`src/rtl/lpr_pkg.sv`:
```
// package with shared types and constants of the line pixel rasterizer
`timescale 1ns / 1ps

package lpr_pkg;

    localparam int unsigned COORD_W  = 15;
    localparam int unsigned POS_W    = 16;
    localparam int unsigned LIMIT_W  = 12;
    localparam int unsigned COLOUR_W = 24;

    localparam logic [LIMIT_W-1:0] RESET_WIDTH  = 12'd127;
    localparam logic [LIMIT_W-1:0] RESET_HEIGHT = 12'd159;

    localparam logic KIND_LOAD = 1'b0;
    localparam logic KIND_STEP = 1'b1;

    localparam logic CFG_WIDTH  = 1'b0;
    localparam logic CFG_HEIGHT = 1'b1;

    typedef struct packed {
        logic                    steep;
        logic signed [POS_W-1:0] major_pos;
        logic signed [POS_W-1:0] major_end;
        logic signed [POS_W-1:0] minor_pos;
        logic signed [POS_W-1:0] major_delta;
        logic signed [POS_W-1:0] minor_delta;
        logic signed [POS_W-1:0] error_term;
        logic                    minor_down;
    } t_line_setup;

endpackage

```
`src/rtl/lpr_setup.sv`:
```
// line setup: axis swap, endpoint ordering, deltas and initial error
`timescale 1ns / 1ps

module lpr_setup
    import lpr_pkg::*;
(
    input  logic signed [COORD_W-1:0] i_start_x,
    input  logic signed [COORD_W-1:0] i_start_y,
    input  logic signed [COORD_W-1:0] i_end_x,
    input  logic signed [COORD_W-1:0] i_end_y,
    output t_line_setup               o_setup
);

    logic signed [POS_W-1:0] w_sx, w_sy, w_ex, w_ey;
    logic signed [POS_W-1:0] w_dx, w_dy, w_adx, w_ady;
    logic signed [POS_W-1:0] w_ax0, w_ay0, w_bx0, w_by0;
    logic signed [POS_W-1:0] w_ax, w_ay, w_bx, w_by;
    logic signed [POS_W-1:0] w_dminor, w_dmajor;
    logic                    w_steep, w_swap;

    always_comb begin
        w_sx  = POS_W'(i_start_x);
        w_sy  = POS_W'(i_start_y);
        w_ex  = POS_W'(i_end_x);
        w_ey  = POS_W'(i_end_y);
        w_dx  = w_ex - w_sx;
        w_dy  = w_ey - w_sy;
        w_adx = w_dx[POS_W-1] ? -w_dx : w_dx;
        w_ady = w_dy[POS_W-1] ? -w_dy : w_dy;
        w_steep = w_ady > w_adx;

        // swap axes for steep lines
        w_ax0 = w_steep ? w_sy : w_sx;
        w_ay0 = w_steep ? w_sx : w_sy;
        w_bx0 = w_steep ? w_ey : w_ex;
        w_by0 = w_steep ? w_ex : w_ey;

        // order endpoints along the major axis
        w_swap = w_ax0 > w_bx0;
        w_ax = w_swap ? w_bx0 : w_ax0;
        w_ay = w_swap ? w_by0 : w_ay0;
        w_bx = w_swap ? w_ax0 : w_bx0;
        w_by = w_swap ? w_ay0 : w_by0;

        w_dmajor = w_bx - w_ax;
        w_dminor = w_by - w_ay;

        o_setup.steep       = w_steep;
        o_setup.major_pos   = w_ax;
        o_setup.major_end   = w_bx;
        o_setup.minor_pos   = w_ay;
        o_setup.major_delta = w_dmajor;
        o_setup.minor_delta = w_dminor[POS_W-1] ? -w_dminor : w_dminor;
        o_setup.error_term  = w_dmajor >>> 1;
        o_setup.minor_down  = !(w_ay < w_by);
    end

endmodule

```
`src/rtl/line_pixel_rasterizer.sv`:
```
// an accepted word goes through the input register and then the output register
// throughput: one word per cycle while the master side accepts, set by the combinational line update
// a load word gives no output word; a step word gives one while a line is active
// synchronous active-low reset clears the active line and the pipeline valids and resets the limits
// after reset the limits are 127 wide and 159 high
`timescale 1ns / 1ps

module line_pixel_rasterizer
    import lpr_pkg::*;
(
    input  logic                 i_clk,
    input  logic                 i_rst_n,

    input  logic                 i_cfg_we,
    input  logic                 i_cfg_index,
    input  logic [LIMIT_W-1:0]   i_cfg_data,

    input  logic                 s_axis_tvalid,
    output logic                 s_axis_tready,
    input  logic [87:0]          s_axis_tdata,  // start_x, start_y, end_x, end_y, line_colour_in
    input  logic                 s_axis_tuser,  // kind

    output logic                 m_axis_tvalid,
    input  logic                 m_axis_tready,
    output logic [55:0]          m_axis_tdata,  // pixel_x, pixel_y, pixel_colour
    output logic                 m_axis_tuser,  // on_screen
    output logic                 m_axis_tlast   // last_pixel
);

    logic [LIMIT_W-1:0] r_width, r_height;

    logic                       r_in_valid;
    logic                       r_in_kind;
    logic signed [COORD_W-1:0]  r_in_sx, r_in_sy, r_in_ex, r_in_ey;
    logic [COLOUR_W-1:0]        r_in_colour;

    logic                       r_active;
    t_line_setup                r_line;
    logic [COLOUR_W-1:0]        r_colour;

    logic                       r_out_valid;
    logic signed [COORD_W-1:0]  r_out_x, r_out_y;
    logic                       r_out_on, r_out_last;
    logic [COLOUR_W-1:0]        r_out_colour;

    t_line_setup                w_setup;
    logic                       w_advance, w_load, w_step;
    logic signed [POS_W-1:0]    w_px, w_py, w_err;
    logic                       w_on, w_last;
    logic                       n_active;
    t_line_setup                n_line;

    lpr_setup u_setup (
        .i_start_x (r_in_sx),
        .i_start_y (r_in_sy),
        .i_end_x   (r_in_ex),
        .i_end_y   (r_in_ey),
        .o_setup   (w_setup)
    );

    assign w_advance     = !r_out_valid || m_axis_tready;
    assign s_axis_tready = !r_in_valid || w_advance;
    assign w_load        = r_in_valid && w_advance && (r_in_kind == KIND_LOAD);
    assign w_step        = r_in_valid && w_advance && (r_in_kind == KIND_STEP) && r_active;

    always_comb begin
        w_px   = r_line.steep ? r_line.minor_pos : r_line.major_pos;
        w_py   = r_line.steep ? r_line.major_pos : r_line.minor_pos;
        w_on   = !w_px[POS_W-1] && (w_px < $signed({4'b0, r_width})) &&
                 !w_py[POS_W-1] && (w_py < $signed({4'b0, r_height}));
        w_last = r_line.major_pos >= r_line.major_end;
        w_err  = r_line.error_term - r_line.minor_delta;

        n_line   = r_line;
        n_active = r_active;
        if (w_load) begin
            n_line   = w_setup;
            n_active = 1'b1;
        end else if (w_step) begin
            if (w_last) begin
                n_active = 1'b0;
            end else begin
                n_line.major_pos = r_line.major_pos + 16'sd1;
                if (w_err[POS_W-1]) begin
                    n_line.minor_pos  = r_line.minor_down ? r_line.minor_pos - 16'sd1
                                                          : r_line.minor_pos + 16'sd1;
                    n_line.error_term = w_err + r_line.major_delta;
                end else begin
                    n_line.error_term = w_err;
                end
            end
        end
    end

    always_ff @(posedge i_clk) begin
        if (!i_rst_n) begin
            r_width  <= RESET_WIDTH;
            r_height <= RESET_HEIGHT;
        end else if (i_cfg_we) begin
            case (i_cfg_index)
                CFG_WIDTH:  r_width  <= i_cfg_data;
                CFG_HEIGHT: r_height <= i_cfg_data;
                default:    r_width  <= r_width;
            endcase
        end
    end

    // input register
    always_ff @(posedge i_clk) begin
        if (!i_rst_n) begin
            r_in_valid <= 1'b0;
        end else if (s_axis_tready) begin
            r_in_valid <= s_axis_tvalid;
        end
        if (s_axis_tready && s_axis_tvalid) begin
            r_in_kind   <= s_axis_tuser;
            r_in_sx     <= s_axis_tdata[14:0];
            r_in_sy     <= s_axis_tdata[29:15];
            r_in_ex     <= s_axis_tdata[44:30];
            r_in_ey     <= s_axis_tdata[59:45];
            r_in_colour <= s_axis_tdata[83:60];
        end
    end

    // line state
    always_ff @(posedge i_clk) begin
        if (!i_rst_n) begin
            r_active <= 1'b0;
        end else begin
            r_active <= n_active;
        end
        r_line <= n_line;
        if (w_load) begin
            r_colour <= r_in_colour;
        end
    end

    // output register
    always_ff @(posedge i_clk) begin
        if (!i_rst_n) begin
            r_out_valid <= 1'b0;
        end else if (w_advance) begin
            r_out_valid <= w_step;
        end
        if (w_step) begin
            r_out_x      <= w_px[COORD_W-1:0];
            r_out_y      <= w_py[COORD_W-1:0];
            r_out_on     <= w_on;
            r_out_last   <= w_last;
            r_out_colour <= r_colour;
        end
    end

    assign m_axis_tvalid = r_out_valid;
    assign m_axis_tdata  = {2'b00, r_out_colour, r_out_y, r_out_x};
    assign m_axis_tuser  = r_out_on;
    assign m_axis_tlast  = r_out_last;

    // error term stays within the major delta while drawing
    a_err_range: assert property (@(posedge i_clk) disable iff (!i_rst_n)
        r_active |-> (!r_line.error_term[POS_W-1] &&
                      r_line.error_term <= r_line.major_delta))
        else $error("error term out of range");

    // minor delta never exceeds major delta
    a_delta_order: assert property (@(posedge i_clk) disable iff (!i_rst_n)
        r_active |-> (r_line.minor_delta <= r_line.major_delta))
        else $error("minor delta above major delta");

    // every non-final step moves one along the major axis
    a_major_step: assert property (@(posedge i_clk) disable iff (!i_rst_n)
        (w_step && !w_last) |=> (r_line.major_pos == $past(r_line.major_pos) + 16'sd1))
        else $error("major position did not advance");

    // the final pixel ends the line
    a_last_ends: assert property (@(posedge i_clk) disable iff (!i_rst_n)
        (w_step && w_last) |=> (!r_active && r_out_valid && r_out_last))
        else $error("last pixel did not end the line");

endmodule

```
`config.mk`:
```
export PLATFORM = sky130hd
export DESIGN_NAME = line_pixel_rasterizer
export DESIGN_NICKNAME = d
export VERILOG_FILES = /design/src/rtl/lpr_pkg.sv /design/src/rtl/lpr_setup.sv /design/src/rtl/line_pixel_rasterizer.sv
export SDC_FILE = /design/constraint.sdc
export NUM_CORES = 1
export LEC_CHECK = 0
export BUFFER_PORTS_ARGS = -buffer_cell sky130_fd_sc_hd__buf_2
export CORE_AREA = 2 2 202 204
export CTS_BUF_LIST = sky130_fd_sc_hd__clkbuf_16
export DETAILED_ROUTE_END_ITERATION = 6
export DIE_AREA = 0 0 204 206
export PLACE_DENSITY = 0.68
export SLEW_MARGIN = 20
export SYNTH_ARGS = -nofsm -noshare
export SYNTH_HDL_FRONTEND = slang
export SYNTH_HIERARCHICAL = 1
export SYNTH_SLANG_ARGS = --single-unit
```
`constraint.sdc`:
```
create_clock -name i_clk -period 15 [get_ports i_clk]
set_input_delay 2.25 -clock i_clk [delete_from_list [all_inputs] [get_ports i_clk]]
set_output_delay 2.25 -clock i_clk [all_outputs]
set_load 0.1 [all_outputs]
```
; ---- Word-level counts from Yosys, hierarchy flattened
; Index checks and enable logic that the tools add are counted.
[totals]
input_bits = 107
output_inout_bits = 60
reg_bits = 290
[classes]
muxes = 28
add_sub_neg = 12
eq_ne = 1
n_bitwise = 2
order_cmp = 6
reduce_logical = 23
[op_table]
columns = operator, n
row1 = 16-bit 2-to-1 mux, 24
row2 = 16-bit negator, 3
row3 = 16-bit subtractor, 3
row4 = 16-bit by 2-bit adder with 16-bit output (second input constant), 2
row5 = 16-bit greater-than comparator, 2
row6 = 16-bit by 13-bit less-than comparator with 1-bit output, 2
row7 = 15-bit by 15-bit subtractor with 16-bit output, 2
row8 = 16-bit adder, 1
row9 = 16-bit greater-or-equal comparator, 1
row10 = 16-bit less-than comparator, 1
row11 = 16-bit by 2-bit subtractor with 16-bit output (second input constant), 1
row12 = 15-bit 2-to-1 mux, 1
row13 = 1-bit logical AND, 8
row14 = 2-bit AND reduction, 4
row15 = 2-bit nonzero test, 3
row16 = 1-bit zero test, 5
row17 = 1-bit 2-to-1 mux, 3
row18 = 3-bit AND reduction, 1
row19 = 1-bit logical OR, 2
row20 = 2-bit inequality test (second input constant), 1
row21 = 1-bit inverter, 2

; ---- Depth between registers and ports, before layout
; Gate-level depths: netlist (run 1).
[depth]
depth_word = 10
ltp_mapped = 56
ltp_nobuf = 46

; ---- By module
; Netlist (run 1), hierarchy kept.
[modules_own_cells]
columns = module, area_each_um2, seq_area_each_um2, n_inst, cells_per_inst
row1 = line_pixel_rasterizer, 13292.7, 8438.1, 1, 1003
row2 = lpr_setup, 6437.4, 0.0, 1, 986

; ---- Least setup slack after synthesis (run 1)
; OpenSTA, ideal clock, no wires.
[synth_path]
path_kind = reg-to-reg
startpoint = reg r_in_ex[0]
endpoint = reg r_line[31] in the netlist's numbering (data pin)
setup_slack_ns = 3.446
arrival_time_ns = 11.288
synth_period_minus_slack_ns = 11.554
t_required_ns = 14.734
stages_incl_launch_ff = 53
setup_ns = 0.266
cell_sequence = edfxtp_1 inv_1 ha_1 inv_1 fa_1 a21o_1 a21oi_1 o21ai_0 a21oi_1 o21ai_0 a41o_1 xor2_1 a2111oi_0 nand2_1 or2_2 o31ai_1 xor2_1 ha_1 [17 not listed] o41a_1 o41ai_4 buf_4 buf_4 buf_2 clkbuf_1 mux2i_1 ha_1 fa_1 inv_1 a21oi_1 o21bai_1 xor2_1 or4_1 nor3_1 nand2b_1 o41ai_1 xnor2_1
[synth_lines]
columns = element, line_no
row1 = start: declaration, line_pixel_rasterizer.sv:34  ; logic signed [COORD_W-1:0] r_in_sx, r_in_sy, r_in_ex, r_in_ey;
row2 = start signal: assignment, line_pixel_rasterizer.sv:119  ; r_in_ex <= s_axis_tdata[44:30];
row3 = end signal: assignment, line_pixel_rasterizer.sv:132  ; r_line <= n_line;
row4 = end: declaration, line_pixel_rasterizer.sv:38  ; t_line_setup r_line;

==> results of run 1 <==
through the flow:
stage	hold slack (ps)	instance area, um^2	cells
5_1_grt	427	22000	2674
4_1_cts	415	22000	2674
6_report	409	22000	2674
3_5_place_dp	405	20900	2613
2_1_floorplan	400	19700	1990
3_3_place_gp	401	20900	2613
logic make-up (layout without fill, tap and decap cells):
| kind of cell | Yosys count | after routing |
|---|---|---|
| simple gates | 556 | 556 |
| compound gates | 474 | 474 |
| flops | 290 | 290 |
| buf+inv | 250 | 402 |
| fa+ha+maj | 173 | 173 |
| mux | 127 | 127 |
| xor+xnor | 118 | 118 |
| other cells | 1 | 2 |
worst paths after layout:
path / slack, ps / to
setup / recovery: 2570 / r_line[26]$_DFFE_PP_
hold / removal: 410 / r_colour[11]$_DFFE_PP_
setup reg to reg: 2570 / r_line[26]$_DFFE_PP_
hold reg to reg: 410 / r_colour[11]$_DFFE_PP_
state kept, by name (all words and copies together), names as in the netlist, 12 cells and up:
signal,cells
r_width,12
r_out_colour,24
r_in_ey,15
r_in_sy,15
r_out_x,15
r_out_y,15
r_colour,24
r_in_ex,15
r_line,98
r_in_colour,24
r_in_sx,15
r_height,12
Yosys cell counts (7+ instances only):
master,count
nor4_1,8
inv_1,169
o21bai_1,10
o21ai_1,36
buf_4,27
a21boi_0,10
nand3b_1,7
and2_1,13
a211oi_1,16
a21oi_1,138
xnor2_1,76
mux2_1,27
a31oi_1,14
edfxtp_1,263
a21o_1,36
nor3_1,28
o2111ai_1,8
nand2_1,206
dfxtp_1,27
o21a_1,22
and3_1,20
ha_1,167
a21boi_1,15
mux2i_1,97
buf_2,9
o211ai_1,25
nand2b_1,21
xor2_1,42
or3_1,16
clkbuf_1,31
nand4_1,16
o31ai_1,9
nor2_1,141
buf_1,11
nand3_1,29
o21ai_0,70
nor2b_1,27
area by class of cell:
cell class | count | share of cell area, %
clock inverters | 24 | 0.814
repair buffers | 171 | 4.02
clock buffers | 37 | 4.21
flip-flops and latches | 290 | 38.4
multi-input cells | 1450 | 46.7
inverters | 170 | 2.91
well taps | 532 | 3.03
worst max-delay path: cells and delay by family, from the launching register on:
family          cells  cell delay (ps)
simple gates        7             1740
buf+inv             4             1510
xor+xnor            3              570
fa+ha+maj           5             1860
compound gates     19             5400
flops               1              420
mux                 2              570
layer usage:
metal  vias to the layer above  GRT usage [%]  part of all wire [%]
met1                      7052           31.1                    45
met5                         -              0                     0
met4                         0           8.41                   3.5
met2                       479           36.9                    45
met3                       101           3.69                   6.3
li1                       7455              -                     -
==> out/results.ini, run 1 <==
[status]
status=complete, no violations

[floorplan]
die_w_um=204
io_pins=167
dieArea_um2=42000
fp-row-count=74
fp.coreArea_um2=40200
start_util_pct=49.1
dieHeight_um=206

[global_route]
grt_max_degree=81
overflow=0
grt_usage_pct=22.9
grt_pass1_vias=14436
grt_pass1_wl_mm=75.6
antenna_found_initial=0

[logic_synthesis]
syn_area_um2=19700
synth_top_area_share_pct=40.0
synth-xor-area-share_pct=5.24
synthDistinctLibCells=85
synth_seq_cells=290
synth_ff_type=edfxtp_1
synth_warnings=6
synth_compound_area_share_pct=15.6
ys_async_sr_fraction_pct=0
synth.area.top_cells=edfxtp_1 40%, ha_1 11%, mux2i_1 4.9%
synth_mux_area_share_pct=6.65
synthAdderAreaFrac_pct=11.2
synth_area_leader_cell=edfxtp_1
synth_simple_gate_area_share_pct=13.1
syn_area_per_cell_um2=9.92
yosysSeqAreaShare_pct=42.8
synth_edf_count=263
synth_cells=1989
synth_top_family_by_area=compound AO/OA/AOI/OAI gates

[critical_path]
crit_path_start_kind=flop
cp-startpoint=r_in_ex[0]$_DFFE_PP_
max_stage_delay_ps=730
crit_arrival_ps=12680
r2r_start=r_in_ex[0]$_DFFE_PP_
slowest_stage=buf_4
path_max_fanout=71
reg2regPathDepth=40
worstPathRequired_ps=15250
critPathKind=reg2reg
crit_path_end_kind=flop

[hold_path]
min_path_cells=0
hp-start=r_in_colour[11]$_DFFE_PP_
hp-class=reg2reg

[sta]
timing.final.crit_share_pct=82.9
layout_min_cycle_time_ps=12430
skew_ps=17.1
slew_headroom_pct=30.6
finalWorstSetupSlack_ps=2570
finalSetupViolCount=0
rsz0062_at_grt=no
finalHoldViolCount=0
clock.fmax_ghz=0.0804
tns_ps=0
tightest_slew_ps=1040
slew_violations=0

[clock_network]
clock-root-buffer=clkbuf_16
htree_levels=2
cts_hold_buf=0
cts_tree=built
cts_made_buffers=35
cts_sinks=290
clock_latency_ps=550
cts_setup_buffers=0
cts_resized=0
clk_pin_slew_ps=60
clk_path_buf_depth=3

[place]
gp_congestion=0.907
post-dp-hpwl_mm=37.0
io_buffers=160
dp_slack_ps=2780

[layout]
final_net_count=2398
mostFrequentLayoutCells=263 x edfxtp_1, 206 x nand2_1, 174 x inv_1
final_common_cell=edfxtp_1
antenna-diode-count=0
multi_input_area_um2=10300
n_fill_cell=3591
syn2layout_area_growth_pct=11.5
seqCellArea_um2=8440
utilization_pct=54.7
drive_above_1_share_pct=11.4

[job]
max_cap_violations=0

[routing]
dr.first_iter.drc_count=1162
vias=15087
routed_wl_mm=48.2
first_pass_iters=6
avgRoutedWirePerCell_um=18.0
route.detailed.drc=0
ant_nets=0
vias_per_cell=5.64

Power of run 1 is not shown: default switching activity piles up to over one toggle a cycle in this logic, so the estimate is an artifact.
==> run 2, diff against run 1 <==
--- a/config.mk
+++ b/config.mk
@@ -10,7 +10,7 @@
 export CTS_BUF_LIST = sky130_fd_sc_hd__clkbuf_16
 export DETAILED_ROUTE_END_ITERATION = 6
 export DIE_AREA = 0 0 204 206
-export PLACE_DENSITY = 0.68
+export PLACE_DENSITY = 0.71
 export SLEW_MARGIN = 20
 export SYNTH_ARGS = -nofsm -noshare
 export SYNTH_HDL_FRONTEND = slang
==> constraint.sdc (replaced) <==
create_clock -name i_clk -period 11 [get_ports i_clk]
set_input_delay 1.65 -clock i_clk [delete_from_list [all_inputs] [get_ports i_clk]]
set_output_delay 1.65 -clock i_clk [all_outputs]
set_load 0.1 [all_outputs]
==> run 2 against run 1 <==
Worst hold slack improved by 0.60 ps. Fmax grew 20%. Routed wire length is 0.38% higher. Clock skew is 4.0 ps higher. Cell count up 4.0%. First-iteration DRC count decreased by 17%. Critical path depth rose by 7. Worst setup slack worse by 1900 ps. Core utilization increased by 2.4 points. Final area increased by 4.4%. Critical endpoint is now r_line[31]$_DFFE_PP_.
==> out/results.ini, run 2 (same netlist as run 1, synthesis figures left out) <==
[status]
status=complete, no violations  ; unchanged

[clock_network]
htree_levels=2  ; unchanged
cts_sinks=290  ; unchanged
clk_path_buf_depth=3  ; unchanged
cts_tree=built  ; unchanged
cts_hold_buf=0  ; unchanged
clock-root-buffer=clkbuf_16  ; unchanged
clk_pin_slew_ps=60  ; about the same
cts_made_buffers=35  ; unchanged
clock_latency_ps=560  ; was 550 ps

[routing]
avgRoutedWirePerCell_um=17.4  ; was 18.0 um
vias_per_cell=5.56  ; was 5.64
ant_nets=0  ; unchanged
routed_wl_mm=48.3  ; was 48.2 mm
first_pass_iters=5  ; was 6
dr.first_iter.drc_count=960  ; was 1162
route.detailed.drc=0  ; unchanged
vias=15443  ; was 15087

[layout]
final_net_count=2503  ; was 2398
final_common_cell=edfxtp_1  ; unchanged
antenna-diode-count=0  ; unchanged
syn2layout_area_growth_pct=16.4  ; was 11.5%
top_register=r_line  ; unchanged
design_area_um2=23000  ; was 22000 um^2
largest_reg_flops=98  ; unchanged
drive_above_1_share_pct=16.1  ; was 11.4%
mostFrequentLayoutCells=263 x edfxtp_1, 206 x nand2_1, 177 x inv_1  ; was 263 x edfxtp_1, 206 x nand2_1, 174 x inv_1

[place]
io_buffers=160  ; unchanged
gp_congestion=0.910  ; was 0.907
dpl-instance-area_um2=21700  ; was 20900 um^2
post-dp-hpwl_mm=37.8  ; was 37.0 mm

[sta]
slew_violations=0  ; unchanged
skew_ps=21.1  ; was 17.1 ps
finalSetupViolCount=0  ; unchanged
layout_min_cycle_time_ps=10350  ; was 12430 ps
finalHoldViolCount=0  ; unchanged
slew_headroom_pct=31.9  ; was 30.6%
clock.fmax_ghz=0.0966  ; was 0.0804 GHz
timing.final.crit_share_pct=94.1  ; was 82.9%
tightest_slew_ps=1020  ; was 1040 ps
hold_ws_ps=409  ; about the same

[global_route]
grt_max_degree=90  ; was 81
grt_usage_pct=22.8  ; was 22.9%
grt_pass1_vias=14797  ; was 14436
antenna_found_initial=0  ; unchanged
grt_pass1_wl_mm=75.9  ; was 75.6 mm
overflow=0  ; unchanged

[critical_path]
critPathBufInv=9  ; was 4
crit_path_start_kind=flop  ; unchanged
crit_path_end_kind=flop  ; unchanged
path_max_fanout=14  ; was 71
crit_arrival_ps=10640  ; was 12680 ps
slowest_stage=or4_1  ; was buf_4
worstPathRequired_ps=11290  ; was 15250 ps
critPathKind=reg2reg  ; unchanged
max_stage_delay_ps=550  ; was 730 ps
path_delay_family=compound AO/OA/AOI/OAI gates  ; unchanged

[floorplan]
start_util_pct=49.1  ; unchanged
fp.coreArea_um2=40200  ; unchanged
dieArea_um2=42000  ; unchanged
dieHeight_um=206  ; unchanged
io_pins=167  ; unchanged
fp-row-count=74  ; unchanged
die_w_um=204  ; unchanged

[job]
max_cap_violations=0  ; unchanged

[hold_path]
hp-class=reg2reg  ; unchanged

-- run 2: cell types whose count changed in the layout (fill, tap and decap cells not counted), sizes merged --
| cell | change |
|---|---|
| buf | +105 |
| bufinv | +2 |
| clkbuf | -2 |
| clkinv | -3 |
| clkinvlp | -2 |
| inv | +6 |
-- run 2: cell type report --
type | instances | area (um^2)
Fill cell | 3502 | 17200
Multi-Input combinational cell | 1450 | 10400
Sequential cell | 290 | 8440
Timing Repair Buffer | 276 | 1730
Clock buffer | 35 | 876
Tap cell | 532 | 666
Inverter | 170 | 643
Clock inverter | 27 | 263
-- run 2: worst paths after layout --
check / end / slack, ps / start / depth (start not counted)
hold reg to reg: r_colour[23]$_DFFE_PP_ / 410 / r_in_colour[23]$_DFFE_PP_ / 0
setup reg to reg: r_line[31]$_DFFE_PP_ / 650 / r_in_ex[0]$_DFFE_PP_ / 47
hold / removal: r_colour[23]$_DFFE_PP_ / 410 / r_in_colour[23]$_DFFE_PP_ / 0
setup / recovery: r_line[31]$_DFFE_PP_ / 650 / r_in_ex[0]$_DFFE_PP_ / 47
-- run 2: what timing repair did --
item	4_1_cts	5_1_grt
gates resized for setup	0	19
setup endpoints to repair	0	32
buffers inserted	0	3
-- run 2: routing by layer --
layer / GRT usage [%] / share of wire, % / vias up
met5: 0 / 0 / -
met4: 7.51 / 2.8 / 0
met3: 3.03 / 5.1 / 71
met2: 38.1 / 47 / 421
met1: 30.7 / 45 / 7301
li1: - / - / 7650
-- run 2: per-stage QoR --
stage / util, % / instances / setup TNS (ps) / setup WS (ps)
4_1_cts: 56.9 / 2777 / 0 / 47.4
3_5_place_dp: 54.0 / 2715 / 0 / 122
3_3_place_gp: 54.0 / 2715 / 0 / 270
5_1_grt: 57.2 / 2780 / -33.5 / -26.1
6_report: 57.2 / 2780 / 0 / 646
2_1_floorplan: - / 1990 / 0 / 10.3
Power of run 2 is left out for the same reason.
